**src/rtl/streaming_set_cover_engine_defines.svh**
```systemverilog
// ----------------------------------------------------------------------------
// Assertion macros for the streaming set cover engine
// Shared concurrent assertion forms. Each use expects clk and arst_n in scope.
// ----------------------------------------------------------------------------
`ifndef STREAMING_SET_COVER_ENGINE_DEFINES_SVH
`define STREAMING_SET_COVER_ENGINE_DEFINES_SVH

// The condition holds at every rising clock edge outside reset.
`define SCE_ASSERT_ALWAYS(label, cond, msg) \
	label: assert property (@(posedge clk) disable iff (!arst_n) (cond)) else $error(msg);

// The consequent holds in the same cycle as the antecedent.
`define SCE_ASSERT_IMPLY(label, ante, cons, msg) \
	label: assert property (@(posedge clk) disable iff (!arst_n) (ante) |-> (cons)) \
		else $error(msg);

`endif

```
**src/rtl/sce_pkg.sv**
```systemverilog
// ----------------------------------------------------------------------------
// Set cover engine package
// Field widths, codes and the command and status bundles between the
// controller and the datapath.
// ----------------------------------------------------------------------------
`default_nettype none

package sce_pkg;

	localparam int ELEM_W     = 10;
	localparam int SET_W      = 16;
	localparam int BASE_W     = 5;
	localparam int EFF_W      = 4;
	localparam int SIZE_W     = 7;
	localparam int LVL_W      = 3;
	localparam int HIST_DEPTH = 8;
	localparam int TBL_W      = EFF_W + 1 + SET_W;

	localparam logic [LVL_W-1:0]        LEVEL_MAX  = 3'd7;
	localparam logic [BASE_W-1:0]       BASE_RESET = 5'd2;
	localparam logic [BASE_W-1:0]       BASE_MIN   = 5'd2;
	localparam logic signed [EFF_W-1:0] EFF_NONE   = -4'sd1;

	localparam logic OP_OFFER     = 1'b0;
	localparam logic OP_QUERY     = 1'b1;
	localparam logic KIND_REPORT  = 1'b0;
	localparam logic KIND_QUERY   = 1'b1;

	// Table word after reset: effectivity -1, unassigned, owner 0.
	localparam logic [TBL_W-1:0] TBL_INIT = {EFF_NONE, 1'b0, {SET_W{1'b0}}};

	typedef struct packed {
		logic clr_step;
		logic offer;
		logic query;
		logic cap_start;
		logic cap_take;
		logic snap_step;
		logic scan_start;
		logic scan_take;
		logic lvl_start;
		logic lvl_take;
		logic write_step;
		logic report_load;
		logic query_load;
	} cmd_t;

	typedef struct packed {
		logic clr_last;
		logic lu_done;
		logic snap_done;
		logic scan_done;
		logic chosen_zero;
		logic write_done;
		logic out_free;
	} stat_t;

endpackage

`default_nettype wire

```
**src/rtl/sce_ctrl.sv**
```systemverilog
// ----------------------------------------------------------------------------
// Set cover controller
// Sequences clearing, buffering, queries, snapshot, scan, level, write-back and report.
// ----------------------------------------------------------------------------
`default_nettype none

module sce_ctrl (
	input  logic            clk,
	input  logic            arst_n,
	input  logic            in_valid,
	input  logic            in_op,
	input  logic            in_last,
	output logic            in_ready,
	output sce_pkg::cmd_t   cmd,
	input  sce_pkg::stat_t  stat
);
	import sce_pkg::*;

	typedef enum logic [11:0] {
		ST_CLEAR      = 12'b0000_0000_0001,
		ST_IDLE       = 12'b0000_0000_0010,
		ST_QUERY      = 12'b0000_0000_0100,
		ST_CAP        = 12'b0000_0000_1000,
		ST_CAP_WAIT   = 12'b0000_0001_0000,
		ST_SNAP       = 12'b0000_0010_0000,
		ST_SCAN       = 12'b0000_0100_0000,
		ST_SCAN_WAIT  = 12'b0000_1000_0000,
		ST_LEVEL      = 12'b0001_0000_0000,
		ST_LEVEL_WAIT = 12'b0010_0000_0000,
		ST_WRITE      = 12'b0100_0000_0000,
		ST_REPORT     = 12'b1000_0000_0000
	} state_t;

	state_t state_q, state_d;
	logic   accept;

	assign in_ready = state_q == ST_IDLE;
	assign accept   = in_valid && in_ready;

	// Next state and commands.
	always_comb begin
		state_d = state_q;
		cmd     = '0;
		unique case (state_q)
			ST_CLEAR: begin
				cmd.clr_step = 1'b1;
				if (stat.clr_last) state_d = ST_IDLE;
			end
			ST_IDLE: begin
				if (accept) begin
					if (in_op == OP_QUERY) begin
						cmd.query = 1'b1;
						state_d   = ST_QUERY;
					end else begin
						cmd.offer = 1'b1;
						if (in_last) state_d = ST_CAP;
					end
				end
			end
			ST_QUERY: begin
				if (stat.out_free) begin
					cmd.query_load = 1'b1;
					state_d        = ST_IDLE;
				end
			end
			ST_CAP: begin
				cmd.cap_start = 1'b1;
				state_d       = ST_CAP_WAIT;
			end
			ST_CAP_WAIT: begin
				if (stat.lu_done) begin
					cmd.cap_take = 1'b1;
					state_d      = ST_SNAP;
				end
			end
			ST_SNAP: begin
				cmd.snap_step = 1'b1;
				if (stat.snap_done) state_d = ST_SCAN;
			end
			ST_SCAN: begin
				if (stat.scan_done) begin
					state_d = ST_LEVEL;
				end else begin
					cmd.scan_start = 1'b1;
					state_d        = ST_SCAN_WAIT;
				end
			end
			ST_SCAN_WAIT: begin
				if (stat.lu_done) begin
					cmd.scan_take = 1'b1;
					state_d       = ST_SCAN;
				end
			end
			ST_LEVEL: begin
				if (stat.chosen_zero) begin
					state_d = ST_REPORT;
				end else begin
					cmd.lvl_start = 1'b1;
					state_d       = ST_LEVEL_WAIT;
				end
			end
			ST_LEVEL_WAIT: begin
				if (stat.lu_done) begin
					cmd.lvl_take = 1'b1;
					state_d      = ST_WRITE;
				end
			end
			ST_WRITE: begin
				cmd.write_step = 1'b1;
				if (stat.write_done) state_d = ST_REPORT;
			end
			ST_REPORT: begin
				if (stat.out_free) begin
					cmd.report_load = 1'b1;
					state_d         = ST_IDLE;
				end
			end
			default: begin
				state_d = ST_IDLE;
			end
		endcase
	end

	// State register.
	always_ff @(posedge clk or negedge arst_n) begin
		if (!arst_n) begin
			state_q <= ST_CLEAR;
		end else begin
			state_q <= state_d;
		end
	end

endmodule

`default_nettype wire

```
**config.mk**
```make
export PLATFORM = sky130hd
export DESIGN_NAME = sce_ctrl
export DESIGN_NICKNAME = d
export VERILOG_FILES = /design/src/rtl/streaming_set_cover_engine_defines.svh /design/src/rtl/sce_pkg.sv /design/src/rtl/sce_ctrl.sv
export SDC_FILE = /design/constraint.sdc
export NUM_CORES = 1
export LEC_CHECK = 0
export ABC_CLOCK_PERIOD_IN_PS = 2200
export BUFFER_PORTS_ARGS = -buffer_cell sky130_fd_sc_hd__clkbuf_2
export CORE_ASPECT_RATIO = 1.5
export CORE_MARGIN = 1
export CORE_UTILIZATION = 25
export CTS_BUF_LIST = sky130_fd_sc_hd__clkbuf_8 sky130_fd_sc_hd__clkbuf_16
export DETAILED_ROUTE_END_ITERATION = 8
export SLEW_MARGIN = 20
export SYNTH_ARGS = -nofsm -noshare
export SYNTH_HDL_FRONTEND = slang
export SYNTH_SLANG_ARGS = --single-unit
export TNS_END_PERCENT = 1
```
**constraint.sdc**
```tcl
create_clock -name clk -period 2.2 [get_ports clk]
set_input_delay 0 -clock clk [delete_from_list [all_inputs] [get_ports clk]]
set_output_delay 0 -clock clk [all_outputs]
set_load 0.1 [all_outputs]
```
**Word-level counts from Yosys, hierarchy flattened**

Cells that the tools add are included.

- Add/subtract/negate cells: 0
- Multipliers: 0
- Divide/modulo/power cells: 0
- Magnitude comparators: 0
- Equal/unequal tests: 21
- Shift-type cells: 0
- Multiplexer cells: 32
- Bitwise logic cells: 0
- Reduce and logical (&&, ||, !) cells: 3

Operators by type and width:

| kind | number |
|---|---|
| 12-bit 2-to-1 mux | 11 |
| 12-bit one-hot mux with 11 select lines | 1 |
| 1-bit 2-to-1 mux | 17 |
| 12-bit by 1-bit == test with 1-bit output, second input constant | 1 |
| 12-bit by 10-bit == test with 1-bit output, second input constant | 1 |
| 12-bit by 11-bit == test with 1-bit output, second input constant | 1 |
| 12-bit == test, second input constant | 1 |
| 12-bit by 2-bit == test with 1-bit output, second input constant | 1 |
| 12-bit by 3-bit == test with 1-bit output, second input constant | 1 |
| 12-bit by 4-bit == test with 1-bit output, second input constant | 1 |
| 12-bit by 5-bit == test with 1-bit output, second input constant | 1 |
| 12-bit by 6-bit == test with 1-bit output, second input constant | 1 |
| 12-bit by 7-bit == test with 1-bit output, second input constant | 1 |
| 12-bit by 8-bit == test with 1-bit output, second input constant | 1 |
| 12-bit by 9-bit == test with 1-bit output, second input constant | 1 |
| 2-bit inequality test, second input constant | 6 |
| 9-bit 2-to-1 mux | 1 |
| 9-bit AND reduction | 1 |
| 2-bit 2-to-1 mux | 2 |
| 2-bit by 1-bit inequality test with 1-bit output, second input constant | 2 |
| 3-bit inequality test, second input constant | 1 |
| 2-bit OR reduction | 1 |
| 1-bit logical AND | 1 |

- Bits in registers: 12
- Bits in latches: 0
- RAM bits: 0
- Bits in read-only memories: 0
- Bits of input ports: 12
- Output and inout bits: 14
- Word-level logic and storage cells: 57
- Memories: 0

**Longest topological paths before layout**

- Depth in word-level cells: 4
- Gate-level depth with buffers: 6
- Gate-level depth less buffers: 5

**Worst setup path after synthesis**

Ideal clock, no wire load.

- Kind: reg-to-reg
- Start: register state_q[2]
- End: register state_q[5]
- Library setup time: 0.078 ns
- Arrival: 3.395 ns
- Required time: 2.122 ns
- Slack: -1.273 ns
- Stages on the path, launching flop included: 5
- Buffers on the path: 0
- Clock period less this slack: 3.473 ns
- Cell sequence: dfrtp_1 nor4_4 nand3_1 nor3_1 nand2b_1

- Cells in the longest elaborated chain, start to end: 4
- Elaborated cells between the ends (all ways): 25
- Those cells by class: eq/ne: 21; mux: 1; reduce/logical: 3

RTL lines:

| what | line | text |
|---|---|---|
| from (decl) | sce_ctrl.sv:34 | `state_t state_q, state_d;` |
| from (signal assigned) | sce_ctrl.sv:129 | `state_q <= state_d;` |
| 12-bit == test (tied with other cells) | sce_ctrl.sv:44 | `unique case (state_q)` |
| 2-bit OR reduction (no source line) / 1-bit logical AND (equally long branches) | - |  |
| 2-bit by 1-bit inequality test with 1-bit output (no source line) | - |  |
| 9-bit AND reduction (no source line) | - |  |

Parallel ways exist; a longest one is shown, timed or not.
A chain may end at the register's enable or synchronous reset.

**Worst setup path after layout**

- Start: register state_q[2]
- End: register state_q[11]

Same word-level chain as after synthesis.

==> metrics.txt <==
status complete, no violations; total congestion overflow 0; worst-skew pair later-pin latency approximately 260 ps; FF-to-FF path depth 6; antenna violations before repair 0; Main synth FF type dfrtp_1; PortBufs 25; clk slew on worst S/H paths approximately 60 ps; largest net degree at the start of global routing 13; met1 wire length 1.17 mm; Reg2Reg Launch Point state_q[2]; CTS buffer count 3; initial drt markers 33; pins over their slew limit 0; post-CTS setup buffers 0; Highest Clock Rate 0.474 GHz; unrepaired setup endpoints after global routing yes; CP endpoint kind register; CTS tree built; max reg flops 12; leakage roughly 0.67 nW; Worst Setup SP state_q[2]; Setup WS post-layout about 88 ps; Reg-to-Reg End state_q[11]; net count after synthesis between 100 and 150; PwrDens 1070 nW/um^2; syn_area_per_cell ~9.7 sq um; critical-path maximum fanout 6; Async SR Flop Fraction 100%; VDD IR max ~0.57 mV; critical path's top delay family compound AO/OA/AOI/OAI gates; flop-to-flop setup slack 90 ps; Routed WL roughly 2.8 mm; Slew HR 64.3%; Worst Skew between 6 and 7 ps; dpl ws about 90 ps; Final Cycle Share between 90 and 100%; Crit path depth 6; commonest non-fill, non-tap cell in the layout buf_4; final setup vio count 0; dpl hpwl roughly 2.2 mm; # rows 27; die footprint 4280 sq um; final core occ a little under two fifths; Routability Congestion about 0.85; slowest stage delay, CP 460 ps; Final Hold Fails 0; drt first pass iters 4; crit path launch type register; Max Root-Sink Buffers 2; core area 3750 sq um; met3 routed WL 112 um; final-layout fill cell count between 300 and 400; clock sink count 12; detailed-route via count 999; Worst-Margin Slew 538 ps; Synth cell types 43; Top Layer Used met4; Most flops, register state_q; Critical Path Sink state_q[11]; Die X-Extent 53.8 um; max cap viols 0; ANT nets after route 0; #FFs+latches synth 12; Mapped Area 1000 sq um; GRT Total Usage about 15%; fraction of layout cells with a size suffix above 1 44.8%; Post-synth EDFFs 0; worst min path class input port to register; fin nets around 160; Tmin final ~2100 ps; first-pass GRT wire length roughly 4.6 mm; number of global-route vias before repair ~1000; routed vias/inst between 5 and 6; Remaining DRCs 0; Die H between 70 and 80 um; Layout area overhead 43.2%; clk root buf clkbuf_8; I/O pin count 26; final hold slack approximately 50 ps; # H-tree levels 1; Ys Warns 0; CP arrival roughly 2300 ps; Routed WL per cell about 15 um; Fin Setup TNS 0 ps; biggest regs state_q (12); WP buf/inv 1; kind of critical path register to register; met2 wire length between 1 and 1.5 mm; sequential element share of the synthesized area a little under a third; most frequent cells in the layout 23 x buf_4, 12 x clkbuf_2, 10 x dfrtp_1; CP required ~2300 ps; Syn Inst Count roughly 100; ANT cells 0; Starting Density between 20 and 30%; crit-path cells nor4_4 -> buf_4 -> nand2_2 -> o41a_1 -> o2111a_1 -> mux2_1; Crit-path slowest cell dfrtp_1
[cell families after synthesis]
| family | synth area share, % |
|---|---|
| AO/OA/AOI/OAI | 12.7 |
| XOR/XNOR | 3.49 |
| buffers and inverters | 11.2 |
| flip-flops | 30.0 |
| multiplexers | 3.11 |
| AND/OR/NAND/NOR | 39.5 |
[power by group]
part	internal, mW	total, mW	leakage, nW	switching (mW)
registers	0.256	0.311	0.158	0.0552
clock network	0.124	0.218	0.0269	0.0947
logic	0.389	1.01	0.482	0.623
total	0.768	1.54	0.668	0.773
[per-layer routing]
| layer | up-vias | GRT usage (%) |
|---|---|---|
| met2 | 30 | 23.3 |
| met3 | 14 | 2.48 |
| li1 | 478 | - |
| met1 | 477 | 18.3 |
| met5 | - | 0 |
| met4 | 0 | 10.0 |
[synth_stat cells (all sizes together), types with 2 or more instances]
cell type   n  share of area (%)
and3        3                1.9
o41a        2                2.2
nand3       2                1.0
o41ai       2                1.7
nor4b       5                4.4
nand3b      2                1.5
nor3        6                3.0
mux2i       2                2.0
nor4        6                8.8
dfrtp      11                 27
o21ai       5                2.5
a21o        2                1.6
nand2       8                3.5
nor3b       2                1.5
and4        3                2.9
nand2b      2                1.2
or4         3                2.6
o22ai       2                1.2
xor2        2                1.7
xnor2       2                1.7
nor2        7                2.6
buf         5                5.2
clkbuf      3                4.1
inv         5                1.9
[through the flow]
step	power [mW]	area (sq um)	std cells
global route	1.62	1440	188
detailed placement	1.31	1330	179
finish	1.54	1440	188
global placement	1.30	1330	179
CTS	1.54	1430	188
floorplan	0.959	1040	104
[how the worst min path moves through the flow]
stage	from	end	slack [ps]	depth (start not counted)
6_report	stat[5]	state_q[9]	50	2
2_1_floorplan	arst_n	state_q[10]	-300	0
4_1_cts	stat[5]	state_q[9]	50	2
5_1_grt	stat[5]	state_q[9]	60	2
3_3_place_gp	arst_n	state_q[2]	-90	1
3_5_place_dp	arst_n	state_q[3]	-90	1
[layout make-up]
type                       count  area (sq um)  area share (%)
tap                           43          53.8            3.74
inverter                       5          18.8            1.30
multi-input combinational     79           636            44.2
clock inverter                 1          3.75           0.261
sequential                    12           303            21.0
clock buffer                   3          41.3            2.87
timing repair buffer          45           383            26.6
[timing repair]
item / 4_1_cts / 5_1_grt
gates resized for setup: 0 / 3
hold endpoints to repair: 16 / 0
endpoints found under the setup margin: 0 / 2
hold buffers: 5 / 0
(Power assumes the default switching activity.)
